==> src/hdl/cws_pkg.sv <==
`timescale 1ns / 1ps
// ----------------------------------------------------------------------------
// Context window stacker package
// Shared word type, defaults, register indexes and the sequencer step record.
// ----------------------------------------------------------------------------
package cws_pkg;

	// One feature word, signed Q16.16, copied bit for bit.
	typedef logic signed [31:0] word_t;

	// Lane count of the ports.
	localparam int unsigned LANES = 8;

	// Defaults for the top-level parameters.
	localparam int unsigned DEF_MAX_FEATURES = 8;
	localparam int unsigned DEF_MAX_LEFT     = 3;
	localparam int unsigned DEF_MAX_RIGHT    = 3;
	localparam int unsigned DEF_RING_EPOCHS  = 8;

	// Configuration register widths and reset values.
	localparam int unsigned CFG_IDX_W  = 2;
	localparam int unsigned CFG_DATA_W = 4;
	localparam logic [1:0] LEFT_RST  = 2'd1;
	localparam logic [1:0] RIGHT_RST = 2'd1;
	localparam logic [3:0] LANES_RST = 4'd8;

	typedef enum logic [CFG_IDX_W-1:0] {
		CFG_LEFT  = 2'd0,
		CFG_RIGHT = 2'd1,
		CFG_LANES = 2'd2
	} cfg_reg_t;

	// Back distance of a source epoch never exceeds left plus right.
	localparam int unsigned DIST_W = 3;
	localparam logic [3:0] SEEN_MAX = 4'd15;

	// One block request from the sequencer to the output stage.
	typedef struct packed {
		logic              valid;
		logic [DIST_W-1:0] back_dist;
		logic [3:0]        lanes;
		logic              row_end;
		logic              record_end;
	} step_t;

endpackage

==> src/hdl/cws_epoch_if.sv <==
`timescale 1ns / 1ps
// ----------------------------------------------------------------------------
// Epoch channel
// Carries one epoch of feature words and the last-epoch flag per word.
// ----------------------------------------------------------------------------
interface cws_epoch_if;
	logic               valid;
	logic               ready;
	logic signed [31:0] feature_0;
	logic signed [31:0] feature_1;
	logic signed [31:0] feature_2;
	logic signed [31:0] feature_3;
	logic signed [31:0] feature_4;
	logic signed [31:0] feature_5;
	logic signed [31:0] feature_6;
	logic signed [31:0] feature_7;
	logic               final_epoch;

	modport source (
		output valid, feature_0, feature_1, feature_2, feature_3,
		feature_4, feature_5, feature_6, feature_7, final_epoch,
		input  ready
	);
	modport sink (
		input  valid, feature_0, feature_1, feature_2, feature_3,
		feature_4, feature_5, feature_6, feature_7, final_epoch,
		output ready
	);
endinterface

==> src/hdl/cws_block_if.sv <==
`timescale 1ns / 1ps
// ----------------------------------------------------------------------------
// Block channel
// Carries one stacked block of a context row per word.
// ----------------------------------------------------------------------------
interface cws_block_if;
	logic               valid;
	logic               ready;
	logic signed [31:0] block_0;
	logic signed [31:0] block_1;
	logic signed [31:0] block_2;
	logic signed [31:0] block_3;
	logic signed [31:0] block_4;
	logic signed [31:0] block_5;
	logic signed [31:0] block_6;
	logic signed [31:0] block_7;
	logic               row_end;
	logic               record_end;

	modport source (
		output valid, block_0, block_1, block_2, block_3,
		block_4, block_5, block_6, block_7, row_end, record_end,
		input  ready
	);
	modport sink (
		input  valid, block_0, block_1, block_2, block_3,
		block_4, block_5, block_6, block_7, row_end, record_end,
		output ready
	);
endinterface

==> src/hdl/cws_cell.sv <==
`timescale 1ns / 1ps
// ----------------------------------------------------------------------------
// Epoch cell
// Holds one epoch and passes it to the next cell when a new epoch enters.
// ----------------------------------------------------------------------------
module cws_cell #(
	parameter int unsigned MAX_FEATURES = cws_pkg::DEF_MAX_FEATURES
) (
	input  logic           clk,
	input  logic           shift,
	input  cws_pkg::word_t d [MAX_FEATURES],
	output cws_pkg::word_t q [MAX_FEATURES]
);
	import cws_pkg::*;

	word_t epoch_q [MAX_FEATURES];

	always_ff @(posedge clk) begin
		if (shift) begin
			for (int j = 0; j < int'(MAX_FEATURES); j++) begin
				epoch_q[j] <= d[j];
			end
		end
	end

	assign q = epoch_q;

endmodule

==> src/hdl/cws_ctrl.sv <==
`timescale 1ns / 1ps
// ----------------------------------------------------------------------------
// Row sequencer
// Counts epochs of the record and walks the rows and blocks due per epoch.
// ----------------------------------------------------------------------------
module cws_ctrl #(
	parameter int unsigned MAX_LEFT  = cws_pkg::DEF_MAX_LEFT,
	parameter int unsigned MAX_RIGHT = cws_pkg::DEF_MAX_RIGHT
) (
	input  logic           clk,
	input  logic           arst_n,
	input  logic           start,
	input  logic           final_epoch,
	input  logic [1:0]     left_cfg,
	input  logic [1:0]     right_cfg,
	input  logic [3:0]     lanes,
	input  logic           advance,
	output logic           busy,
	output cws_pkg::step_t step
);
	import cws_pkg::*;

	logic       busy_q;
	logic [3:0] seen_q;
	logic [1:0] left_q, right_q, b_q, blo_q;
	logic [3:0] lanes_q, n_q;
	logic       final_q;
	logic [2:0] o_q;

	logic [1:0] left_sat, right_sat, b_hi, b_lo;
	logic [2:0] span;
	logic signed [4:0] dist_raw;
	logic [3:0] dist_clamp;

	assign left_sat  = (left_cfg > 2'(MAX_LEFT)) ? 2'(MAX_LEFT) : left_cfg;
	assign right_sat = (right_cfg > 2'(MAX_RIGHT)) ? 2'(MAX_RIGHT) : right_cfg;

	// On the last epoch every row still pending is flushed, down to the
	// row centered on the last epoch itself.
	always_comb begin
		if (final_epoch) begin
			b_lo = 2'd0;
			b_hi = ({2'b0, right_sat} < seen_q) ? right_sat : seen_q[1:0];
		end else begin
			b_lo = right_sat;
			b_hi = right_sat;
		end
	end

	assign span = {1'b0, left_q} + {1'b0, right_q};

	// Source back distance, clamped to the first epoch of the record and
	// to the newest one.
	always_comb begin
		dist_raw = $signed({3'b0, b_q}) + $signed({3'b0, left_q}) - $signed({2'b0, o_q});
		if (dist_raw < 0) begin
			dist_clamp = 4'd0;
		end else if (dist_raw[3:0] > n_q) begin
			dist_clamp = n_q;
		end else begin
			dist_clamp = dist_raw[3:0];
		end
	end

	always_ff @(posedge clk or negedge arst_n) begin
		if (!arst_n) begin
			busy_q <= 1'b0;
			seen_q <= 4'd0;
		end else if (start) begin
			busy_q <= final_epoch || (seen_q >= {2'b0, right_sat});
			if (final_epoch) begin
				seen_q <= 4'd0;
			end else if (seen_q != SEEN_MAX) begin
				seen_q <= seen_q + 4'd1;
			end
		end else if (busy_q && advance) begin
			if (o_q == span && b_q == blo_q) begin
				busy_q <= 1'b0;
			end
		end
	end

	always_ff @(posedge clk) begin
		if (start) begin
			left_q  <= left_sat;
			right_q <= right_sat;
			lanes_q <= lanes;
			n_q     <= seen_q;
			final_q <= final_epoch;
			b_q     <= b_hi;
			blo_q   <= b_lo;
			o_q     <= 3'd0;
		end else if (busy_q && advance) begin
			if (o_q == span) begin
				if (b_q != blo_q) begin
					b_q <= b_q - 2'd1;
					o_q <= 3'd0;
				end
			end else begin
				o_q <= o_q + 3'd1;
			end
		end
	end

	assign busy            = busy_q;
	assign step.valid      = busy_q;
	assign step.back_dist  = dist_clamp[DIST_W-1:0];
	assign step.lanes      = lanes_q;
	assign step.row_end    = (o_q == span);
	assign step.record_end = final_q && (b_q == 2'd0) && (o_q == span);

endmodule

==> src/hdl/context_window_stacker.sv <==
`timescale 1ns / 1ps
// ----------------------------------------------------------------------------
// Context window stacker
// Splices each epoch with its neighbors into rows of blocks, edges repeated.
// ----------------------------------------------------------------------------
// An accepted epoch loads the row sequencer; each block it walks then goes
// through the output register. The sequencer hands one block per cycle to
// that register while it is empty or being drained (up to (left+right+1)
// blocks per row, up to right+1 rows on last epoch); no epoch enters meanwhile.
// Reset (arst_n low) clears the epoch count, the sequencer and the output
// valid flag and restores the register defaults; epoch cells hold no reset.
// ----------------------------------------------------------------------------
module context_window_stacker #(
	parameter int unsigned MAX_FEATURES = cws_pkg::DEF_MAX_FEATURES,
	parameter int unsigned MAX_LEFT     = cws_pkg::DEF_MAX_LEFT,
	parameter int unsigned MAX_RIGHT    = cws_pkg::DEF_MAX_RIGHT,
	parameter int unsigned RING_EPOCHS  = cws_pkg::DEF_RING_EPOCHS
) (
	input  logic                             clk,
	input  logic                             arst_n,
	input  logic                             cfg_wr_en,
	input  logic [cws_pkg::CFG_IDX_W-1:0]    cfg_index,
	input  logic [cws_pkg::CFG_DATA_W-1:0]   cfg_wdata,
	cws_epoch_if.sink                        epoch,
	cws_block_if.source                      stack
);
	import cws_pkg::*;

	localparam int unsigned IDX_W = (RING_EPOCHS > 1) ? $clog2(RING_EPOCHS) : 1;
	// Distances reach at most six, so three subtractions fold them into the ring.
	localparam int unsigned FOLD_STEPS = 3;

	// Configuration registers, to write only while the block is idle; unchecked.
	logic [1:0] left_q, right_q;
	logic [3:0] lanes_q;

	always_ff @(posedge clk or negedge arst_n) begin
		if (!arst_n) begin
			left_q  <= LEFT_RST;
			right_q <= RIGHT_RST;
			lanes_q <= LANES_RST;
		end else if (cfg_wr_en) begin
			unique case (cfg_index)
				CFG_LEFT:  left_q  <= cfg_wdata[1:0];
				CFG_RIGHT: right_q <= cfg_wdata[1:0];
				CFG_LANES: lanes_q <= cfg_wdata;
				default: ;
			endcase
		end
	end

	// Lane counts above the stored width behave as the stored width.
	logic [3:0] lanes_sat;
	assign lanes_sat = (lanes_q > 4'(MAX_FEATURES)) ? 4'(MAX_FEATURES) : lanes_q;

	// Input handshake: a new epoch is taken only while the row sequencer is idle.
	logic busy, start, advance;
	step_t step;

	assign epoch.ready = !busy;
	assign start       = epoch.valid && epoch.ready;

	// Chain of epoch cells: cell 0 holds the newest epoch, cell k the epoch
	// accepted k words earlier. Every accepted epoch shifts the whole chain.
	word_t feat_in [LANES];
	assign feat_in[0] = epoch.feature_0;
	assign feat_in[1] = epoch.feature_1;
	assign feat_in[2] = epoch.feature_2;
	assign feat_in[3] = epoch.feature_3;
	assign feat_in[4] = epoch.feature_4;
	assign feat_in[5] = epoch.feature_5;
	assign feat_in[6] = epoch.feature_6;
	assign feat_in[7] = epoch.feature_7;

	word_t head_d  [MAX_FEATURES];
	word_t chain_q [RING_EPOCHS][MAX_FEATURES];

	always_comb begin
		for (int j = 0; j < int'(MAX_FEATURES); j++) begin
			head_d[j] = feat_in[j];
		end
	end

	for (genvar k = 0; k < int'(RING_EPOCHS); k++) begin : g_cell
		if (k == 0) begin : g_head
			cws_cell #(.MAX_FEATURES(MAX_FEATURES)) u_cell (
				.clk  (clk),
				.shift(start),
				.d    (head_d),
				.q    (chain_q[k])
			);
		end else begin : g_body
			cws_cell #(.MAX_FEATURES(MAX_FEATURES)) u_cell (
				.clk  (clk),
				.shift(start),
				.d    (chain_q[k-1]),
				.q    (chain_q[k])
			);
		end
	end

	cws_ctrl #(
		.MAX_LEFT (MAX_LEFT),
		.MAX_RIGHT(MAX_RIGHT)
	) u_ctrl (
		.clk        (clk),
		.arst_n     (arst_n),
		.start      (start),
		.final_epoch(epoch.final_epoch),
		.left_cfg   (left_q),
		.right_cfg  (right_q),
		.lanes      (lanes_sat),
		.advance    (advance),
		.busy       (busy),
		.step       (step)
	);

	// A short chain behaves like a ring that wraps: a back distance beyond
	// the chain lands on the cell it aliases to.
	logic [3:0] fold;
	logic [IDX_W-1:0] cell_idx;

	always_comb begin
		fold = {1'b0, step.back_dist};
		for (int i = 0; i < int'(FOLD_STEPS); i++) begin
			if (fold >= 4'(RING_EPOCHS)) begin
				fold = fold - 4'(RING_EPOCHS);
			end
		end
		cell_idx = fold[IDX_W-1:0];
	end

	// Output register: loads a block whenever it is empty or being drained,
	// so the sequencer keeps going while the sink takes the previous word.
	logic  valid_q;
	word_t block_q [LANES];
	logic  row_end_q, record_end_q;

	assign advance = step.valid && (!valid_q || stack.ready);

	always_ff @(posedge clk or negedge arst_n) begin
		if (!arst_n) begin
			valid_q <= 1'b0;
		end else if (advance) begin
			valid_q <= 1'b1;
		end else if (stack.ready) begin
			valid_q <= 1'b0;
		end
	end

	always_ff @(posedge clk) begin
		if (advance) begin
			for (int j = 0; j < int'(LANES); j++) begin
				// Lanes past the configured count, and past the stored
				// width, read as zero.
				if (j < int'(MAX_FEATURES) && 4'(j) < step.lanes) begin
					block_q[j] <= chain_q[cell_idx][j];
				end else begin
					block_q[j] <= '0;
				end
			end
			row_end_q    <= step.row_end;
			record_end_q <= step.record_end;
		end
	end

	assign stack.valid      = valid_q;
	assign stack.block_0    = block_q[0];
	assign stack.block_1    = block_q[1];
	assign stack.block_2    = block_q[2];
	assign stack.block_3    = block_q[3];
	assign stack.block_4    = block_q[4];
	assign stack.block_5    = block_q[5];
	assign stack.block_6    = block_q[6];
	assign stack.block_7    = block_q[7];
	assign stack.row_end    = row_end_q;
	assign stack.record_end = record_end_q;

endmodule

==> src/flat_wrapper.sv <==
// flat-port wrapper written by rule: the top's interface ports become plain ports
module context_window_stacker_flat import cws_pkg::*;
#(
	parameter int unsigned MAX_FEATURES = cws_pkg::DEF_MAX_FEATURES,
	parameter int unsigned MAX_LEFT     = cws_pkg::DEF_MAX_LEFT,
	parameter int unsigned MAX_RIGHT    = cws_pkg::DEF_MAX_RIGHT,
	parameter int unsigned RING_EPOCHS  = cws_pkg::DEF_RING_EPOCHS
)
  (clk, arst_n, cfg_wr_en, cfg_index, cfg_wdata, epoch_valid, epoch_feature_0, epoch_feature_1, epoch_feature_2, epoch_feature_3, epoch_feature_4, epoch_feature_5, epoch_feature_6, epoch_feature_7, epoch_final_epoch, epoch_ready, stack_valid, stack_block_0, stack_block_1, stack_block_2, stack_block_3, stack_block_4, stack_block_5, stack_block_6, stack_block_7, stack_row_end, stack_record_end, stack_ready);
  cws_epoch_if epoch_i ();
  cws_block_if stack_i ();
  input  logic clk;
  input  logic arst_n;
  input  logic cfg_wr_en;
  input  logic [cws_pkg::CFG_IDX_W-1:0] cfg_index;
  input  logic [cws_pkg::CFG_DATA_W-1:0] cfg_wdata;
  input wire logic [$bits(epoch_i.valid)-1:0] epoch_valid;
  input wire logic [$bits(epoch_i.feature_0)-1:0] epoch_feature_0;
  input wire logic [$bits(epoch_i.feature_1)-1:0] epoch_feature_1;
  input wire logic [$bits(epoch_i.feature_2)-1:0] epoch_feature_2;
  input wire logic [$bits(epoch_i.feature_3)-1:0] epoch_feature_3;
  input wire logic [$bits(epoch_i.feature_4)-1:0] epoch_feature_4;
  input wire logic [$bits(epoch_i.feature_5)-1:0] epoch_feature_5;
  input wire logic [$bits(epoch_i.feature_6)-1:0] epoch_feature_6;
  input wire logic [$bits(epoch_i.feature_7)-1:0] epoch_feature_7;
  input wire logic [$bits(epoch_i.final_epoch)-1:0] epoch_final_epoch;
  output wire logic [$bits(epoch_i.ready)-1:0] epoch_ready;
  output wire logic [$bits(stack_i.valid)-1:0] stack_valid;
  output wire logic [$bits(stack_i.block_0)-1:0] stack_block_0;
  output wire logic [$bits(stack_i.block_1)-1:0] stack_block_1;
  output wire logic [$bits(stack_i.block_2)-1:0] stack_block_2;
  output wire logic [$bits(stack_i.block_3)-1:0] stack_block_3;
  output wire logic [$bits(stack_i.block_4)-1:0] stack_block_4;
  output wire logic [$bits(stack_i.block_5)-1:0] stack_block_5;
  output wire logic [$bits(stack_i.block_6)-1:0] stack_block_6;
  output wire logic [$bits(stack_i.block_7)-1:0] stack_block_7;
  output wire logic [$bits(stack_i.row_end)-1:0] stack_row_end;
  output wire logic [$bits(stack_i.record_end)-1:0] stack_record_end;
  input wire logic [$bits(stack_i.ready)-1:0] stack_ready;
  assign epoch_i.valid = epoch_valid;
  assign epoch_i.feature_0 = epoch_feature_0;
  assign epoch_i.feature_1 = epoch_feature_1;
  assign epoch_i.feature_2 = epoch_feature_2;
  assign epoch_i.feature_3 = epoch_feature_3;
  assign epoch_i.feature_4 = epoch_feature_4;
  assign epoch_i.feature_5 = epoch_feature_5;
  assign epoch_i.feature_6 = epoch_feature_6;
  assign epoch_i.feature_7 = epoch_feature_7;
  assign epoch_i.final_epoch = epoch_final_epoch;
  assign epoch_ready = epoch_i.ready;
  assign stack_valid = stack_i.valid;
  assign stack_block_0 = stack_i.block_0;
  assign stack_block_1 = stack_i.block_1;
  assign stack_block_2 = stack_i.block_2;
  assign stack_block_3 = stack_i.block_3;
  assign stack_block_4 = stack_i.block_4;
  assign stack_block_5 = stack_i.block_5;
  assign stack_block_6 = stack_i.block_6;
  assign stack_block_7 = stack_i.block_7;
  assign stack_row_end = stack_i.row_end;
  assign stack_record_end = stack_i.record_end;
  assign stack_i.ready = stack_ready;
  context_window_stacker #(.MAX_FEATURES(MAX_FEATURES), .MAX_LEFT(MAX_LEFT), .MAX_RIGHT(MAX_RIGHT), .RING_EPOCHS(RING_EPOCHS)) u_core (.clk(clk), .arst_n(arst_n), .cfg_wr_en(cfg_wr_en), .cfg_index(cfg_index), .cfg_wdata(cfg_wdata), .epoch(epoch_i), .stack(stack_i));
endmodule
==> config.mk <==
export PLATFORM = sky130hd
export DESIGN_NAME = context_window_stacker_flat
export DESIGN_NICKNAME = d
export VERILOG_FILES = /design/src/hdl/cws_pkg.sv /design/src/hdl/cws_epoch_if.sv /design/src/hdl/cws_block_if.sv /design/src/hdl/cws_cell.sv /design/src/hdl/cws_ctrl.sv /design/src/hdl/context_window_stacker.sv /design/src/flat_wrapper.sv
export SDC_FILE = /design/constraint.sdc
export NUM_CORES = 2
export LEC_CHECK = 0
export BUFFER_PORTS_ARGS = -buffer_cell sky130_fd_sc_hd__buf_2
export CORE_MARGIN = 5
export CORE_UTILIZATION = 54
export CTS_BUF_LIST = sky130_fd_sc_hd__clkbuf_16
export DETAILED_ROUTE_END_ITERATION = 6
export GPL_TIMING_DRIVEN = 0
export HOLD_SLACK_MARGIN = 0.02
export PLACE_DENSITY = 0.83
export SYNTH_ARGS = -nofsm -noshare
export SYNTH_HDL_FRONTEND = slang
export SYNTH_HIERARCHICAL = 1
export SYNTH_SLANG_ARGS = --single-unit
==> constraint.sdc <==
create_clock -name clk -period 108.7 [get_ports clk]
set_clock_uncertainty 0.2 [all_clocks]
set_input_delay 21.74 -clock clk [delete_from_list [all_inputs] [get_ports clk]]
set_output_delay 21.74 -clock clk [all_outputs]
set_load 0.01 [all_outputs]
==> After elaboration in Yosys (flattened, before gate mapping) <==
Memories as Yosys holds them, arrays and structs flattened.
Cells that the tools add are included.
{ "word_totals": {"mem_bits_ro": 0, "reg_bits": 2084, "elab_cells": 221, "memories": 1, "latch_bits": 0, "ramBits": 256} }
{ "mem_list": {"columns": ["name", "depth", "width", "read_ports", "rd_clocked_by_memory_dff", "write_ports", "line_no", "source"], "rows": [
  ["u_core.block_q", 8, 32, 8, 0, 8, "context_window_stacker.sv:136", "word_t block_q [LANES];"]
]} }
{ "classes": {"div": 0, "muxes": 77, "n_eq_ne": 7, "n_reduce_logical": 25, "add_sub_neg": 6, "order_cmp": 16, "n_shift": 0, "n_mul": 0, "bitwise": 9} }
{ "ops": {"columns": ["cell", "n"], "rows": [
  ["$bmux W256 S3", 1],
  ["$mux W256", 2],
  ["$mux W32", 8],
  ["$mux W1", 53],
  ["$lt A3 B4 Y1 const A", 4],
  ["$mux W2", 7],
  ["$mux W3", 4],
  ["$reduce_and A2 Y1", 6],
  ["$reduce_bool A2 Y1", 6],
  ["$lt A1 B4 Y1 const A", 2],
  ["$lt A2 B4 Y1 const A", 2],
  ["$mux W4", 2],
  ["$or A1 B1 Y1", 8],
  ["$add A2 B2 Y3", 2],
  ["$logic_and A1 B1 Y1", 6],
  ["$add A4 B1 Y4 const B", 1],
  ["$ge A4 B2 Y1", 1],
  ["$ge A4 B4 Y1 const B", 1],
  ["$gt A2 B2 Y1 const B", 2],
  ["$gt A4 B4 Y1", 1],
  ["$gt A4 B4 Y1 const B", 1],
  ["$logic_not A2 Y1", 2],
  ["$lt A2 B4 Y1", 1],
  ["$lt A4 B1 Y1 const B", 1],
  ["other kinds (14)", 16]
]} }

==> Depth between registers and ports, before layout <==
{ "logic_depth": {"ltp_word": 10, "ltp_mapped": 19, "depth_no_buf": 15} }

==> Modules after synthesis <==
Netlist, hierarchy kept.
{ "by_module_without_submodules": {"columns": ["mod", "cells_each", "seq_area_each_um2", "n_inst", "area_each_um2"], "rows": [
  ["cws_cell", 256, 7687.4, 8, 7687.4],
  ["context_window_stacker", 1500, 7656.1, 1, 24380.9],
  ["cws_ctrl", 148, 695.7, 1, 1545.2]
]} }

==> Worst setup path before layout <==
OpenSTA, ideal clock, no wires.
{ "synth_path": {"kind": "input to register", "from": "input epoch_valid", "to": "register u_core.u_ctrl.b_q[0], enable pin", "slack_ps": -12486, "path_stages": 4, "setup_time_ps": 292, "t_arrival_ps": 120694, "n_path_buf": 2, "cell_sequence": "nor2b_1 buf_2 buf_2 a21o_2"} }
{ "synth_between": {"elab_chain_cells": 3} }
{ "synth_lines": {"columns": ["element", "line_no", "source"], "rows": [
  ["from (decl)", "flat_wrapper.sv:17", "input wire logic [$bits(epoch_i.valid)-1:0] epoch_valid;"],
  ["$logic_and A1 B1 Y1 (*)", "context_window_stacker.sv:61", "assign start = epoch.valid && epoch.ready;"],
  ["$reduce_bool A2 Y1 (no line)", null, null],
  ["$reduce_and A3 Y1 (no line) (*)", null, null],
  ["to (signal assigned)", "cws_ctrl.sv:90", "b_q <= b_hi;"],
  ["to (signal assigned)", "cws_ctrl.sv:96", "b_q <= b_q - 2'd1;"],
  ["to (decl)", "cws_ctrl.sv:25", "logic [1:0] left_q, right_q, b_q, blo_q;"]
]} }
Mark *: on every way between the ends. The rest lies on a longest branch, timed or not.
A chain may end at the register's enable or synchronous reset.

==> Worst setup path after layout <==
{ "layout_path": {"from": "input epoch_valid", "to": "register u_core.g_cell[0].g_head.u_cell.epoch_q, in the netlist u_core/g_cell[0].g_head.u_cell/q[88], enable pin"} }
{ "layout_between": {"elab_chain_cells": 1} }
{ "layout_lines": {"columns": ["element", "line_no", "source"], "rows": [
  ["$logic_and A1 B1 Y1", "context_window_stacker.sv:61", null],
  ["via u_core.start", "context_window_stacker.sv:57", "logic busy, start, advance;"],
  ["to (signal, indexed assignment)", "cws_cell.sv:21", "epoch_q[j] <= d[j];"],
  ["to (decl)", "cws_cell.sv:16", "word_t epoch_q [MAX_FEATURES];"]
]} }
The timed path passes the listed nets, and every way through them passes these cells.

==> metrics.md <==
| Metric | Value |
|---|---|
| Most used DFF post-synth | edfxtp_1 |
| HPWL after DPL | 120,000 um |
| Hold buffer count at cts | 0 |
| Total die area | 0.170 mm^2 |
| Die Ht | 412 um |
| Synthesized Nets | 3,981 |
| Async set-reset flop share out of synthesis | 0.00598 |
| CP Cell Sequence | buf_2 > nor2b_4 > buf_12 > buf_12 > buf_12 > buf_12 > buf_12 > buf_12 > buf_12 > buf_12 > buf_12 |
| Most instantiated cells after synthesis | edfxtp_1 (2,291), mux4_2 (467), mux2i_1 (227) |
| Post-CTS setup buffers | 0 |
| Synth cell types | 58 |
| Most used cell, CP | buf_12 |
| Cells after DPL | 6,456 |
| Clock transition at the registers of the reported paths | 0.06 ns |
| Crit. End Element | flop |
| Grt ovf | 0 |
| Worst setup path class | input pin to flop |
| Vias per cell | 6.10 |
| Layout Area Growth over Synthesis | 16.3% |
| Ranking of synthesized cells by area | edfxtp_1 (79%), mux4_2 (12%), mux2i_1 (2.6%) |
| Sequential share of power | 0.361 |
| Iteration-0 DRC count of the detailed router | 5,265 |
| Relative slew slack | 0.0731 |
| Clock Power Share | 0.208 |
| Synth Area in XOR/XNOR | 0.000601 |
| Largest family of logic cells by synthesized area | multiplexers |
| Reg2reg start | u_core/u_ctrl/b_q[0]$_DFFE_PP_ |
| Post-synthesis mux area share | 0.165 |
| Internal | 2.45 mW |
| DRC Markers | 0 |
| Switching Share | 0.347 |
| Synth Area in Simple Gates | 0.0119 |
| Final net count | 4,804 |
| Detailed Routing Iterations Pass 1 | 6 |
| Status | finished clean |
| Yosys reg bits | 2,340 |
| CTS buffer count | 221 |
| Max frequency | 0.0408 GHz |
| Clk_lat worst skew | 0.85 ns |
| Final setup fails | 0 |
| Layout cell share with drive strength beyond 1 | 0.335 |
| Hold path start | u_core/g_cell[5].g_body.u_cell/q[186]$_DFFE_PP_ |
| Worst path required time | 109.02 ns |
| Clk sinks | 2,340 |
| Layout Cells excl Fill | 6,890 |
| Worst hold endpoint | u_core/g_cell[6].g_body.u_cell/q[186]$_DFFE_PP_ |
| HP Class | flop to flop |
| GP Congestion | 0.803 |
| Cell Pwr Density | 36.8 mW/mm^2 |
| ANT nets after route | 0 |
| Vias | 42.0k |
| Antenna violations before repair | 31 |
| FF-to-FF path depth | 17 |
| Yosys top cell area share | 0.787 |
| Leakage Power | 33.9 nW |
| Synth Area in Compound Gates | 0.00779 |
| Syn avg cell area | 23.7 um^2 |
| Combinational share of power | 0.430 |
| Adder-cell area share of the yosys netlist | 0.00269 |
| Worst-case clock buffer depth | 3 |
| Routed len/inst | 28.6 um |
| Final Hold Fails | 0 |
| RSZ-0062 raised after global routing | no |
| TritonCTS clock tree | yes |
| Period utilization | 0.225 |
| Slew Limit Fails | 0 |
| CP startpoint kind | input pin |
| Starting Density | 0.544 |
| Largest net degree at the start of global routing | 96 |
| Yosys top cell by area | edfxtp_1 |
| GRT Total Usage | 0.229 |
| Max cap viols | 0 |
| I/O Buffers | 527 |
| VDD IR max | 24.5 uV |
| Worst Tran Pin Value | 1.39 ns |
| Psw | 1.30 mW |
| WP data arrival | 24.81 ns |
| Slowest cell on the critical path | nor2b_4 |
| Seq/Total Area, Yosys | 0.799 |
| Final setup TNS | 0 ns |
| Core footprint | 0.161 mm^2 |
| Mapped Area | 0.0874 mm^2 |
| Worst hold stages | 0 |
| Routed wire length | 197,000 um |
| Vias in the first global route | 43.4k |
| Cells after synthesis | 3,696 |
| IO Pins | 528 |
| Top-count cell post-synth | edfxtp_1 |
| Die X | 412 um |
| CTS Root Cell | clkbuf_16 |
| H-tree levels | 4 |
| Crit-path max FO | 39 |
| Minimum clock period | 24.49 ns |
| Row cnt | 147 |
| First-pass GRT wire length | 288,000 um |
| CP peak stage delay | 0.53 ns |
| Setup slack, reg-to-reg | 102.74 ns |
| Post-synth EDFFs | 2,291 |
| R2R Path End | u_core/block_q[1][85]$_SDFFCE_PP0P_ |
| # resized after CTS | 0 |
| Yosys Warn Count | 6 |
==> cell usage in the layout, fill, tap and decap left out, drive strengths merged, types with 4 or more instances in the layout <==
master / n
edfxtp: 2291
ha: 14
diode: 17
mux2i: 227
nand3: 6
dfrtp: 11
a22o: 32
or3: 4
nand2: 11
clkbuf: 262
clkinvlp: 7
nor2b: 9
mux4: 512
mux2: 41
buf: 740
clkinv: 100
a21oi: 38
nor2: 200
dfxtp: 35
o21ai: 5
bufinv: 28
inv: 90
==> cell type report <==
type | count | area, um^2
well taps | 2160 | 2700
clock buffers | 222 | 5560
diodes | 17 | 42.5
multi-input cells | 1146 | 16500
fillers | 10136 | 59000
plain buffers | 180 | 1020
flip-flops and latches | 2340 | 69900
clock inverters | 195 | 1800
inverters | 30 | 120
repair buffers | 600 | 4150
==> through the flow <==
step	total power, mW	area [um^2]	hold WS (ns)	setup WS (ns)	util
after global placement	3.33	92800	0.220	11.86	0.577
after floorplan	2.80	87400	0.217	28.82	-
final	3.75	102000	0.216	84.21	0.633
after CTS	3.79	102000	0.203	84.33	0.633
after global routing	3.93	102000	0.213	84.14	0.633
after detailed placement	2.96	94300	0.223	83.41	0.587
==> worst max-delay path, delay by kind of cell <==
kind                   cells  cell delay, ns
buffers and inverters     10            2.39
and+or+nand+nor            1            0.53
==> power groups by stage <==
stage               registers (mW)  logic (mW)  clock network [mW]
CTS                           1.35        1.64               0.796
detailed placement            1.36        1.60                   0
global placement              1.81        1.52                   0
finish                        1.35        1.61               0.781
global route                  1.37        1.73               0.837
floorplan                     1.70        1.10                   0
==> sequential cells by signal, indices dropped and copies added (netlist names), 3 cells and up <==
name / cells
u_core/u_ctrl/o_q: 3
u_core/block_q: 256
u_core/g_cell.g_head.u_cell/q: 256
u_core/lanes_q: 4
u_core/u_ctrl/n_q: 4
u_core/g_cell.g_body.u_cell/q: 1792
u_core/u_ctrl/seen_q: 4
u_core/u_ctrl/lanes_q: 4
==> worst max path at each step <==
stage,cells after the start,start,slack (ns),endpoint
after floorplan,4,epoch_valid,28.82,u_core/u_ctrl/b_q[0]$_DFFE_PP_
after global routing,11,epoch_valid,84.14,u_core/g_cell[0].g_head.u_cell/q[84]$_DFFE_PP_
after CTS,11,epoch_valid,84.33,u_core/g_cell[0].g_head.u_cell/q[88]$_DFFE_PP_
after detailed placement,11,epoch_valid,83.41,u_core/g_cell[5].g_body.u_cell/q[83]$_DFFE_PP_
after global placement,5,epoch_valid,11.86,u_core/u_ctrl/b_q[0]$_DFFE_PP_
final,11,epoch_valid,84.21,u_core/g_cell[0].g_head.u_cell/q[88]$_DFFE_PP_
==> layer usage <==
layer | GRT usage | part of all wire | up-vias
met4 | 0.0818 | 0.032 | 14
met3 | 0.0518 | 0.088 | 359
met1 | 0.314 | 0.39 | 22021
li1 | - | - | 17220
met2 | 0.369 | 0.49 | 2403
met5 | 0 | 0.00051 | -
==> cells by family (layout without fill, tap and decap cells) <==
family | after synthesis | in the layout
flops | 2340 | 2340
mux | 780 | 780
simple gates | 246 | 246
buf+inv | 210 | 1227
compound gates | 97 | 97
fa+ha+maj | 17 | 17
xor+xnor | 6 | 6
other cells | 0 | 17
Note: power is estimated with default switching activity, not from simulation.
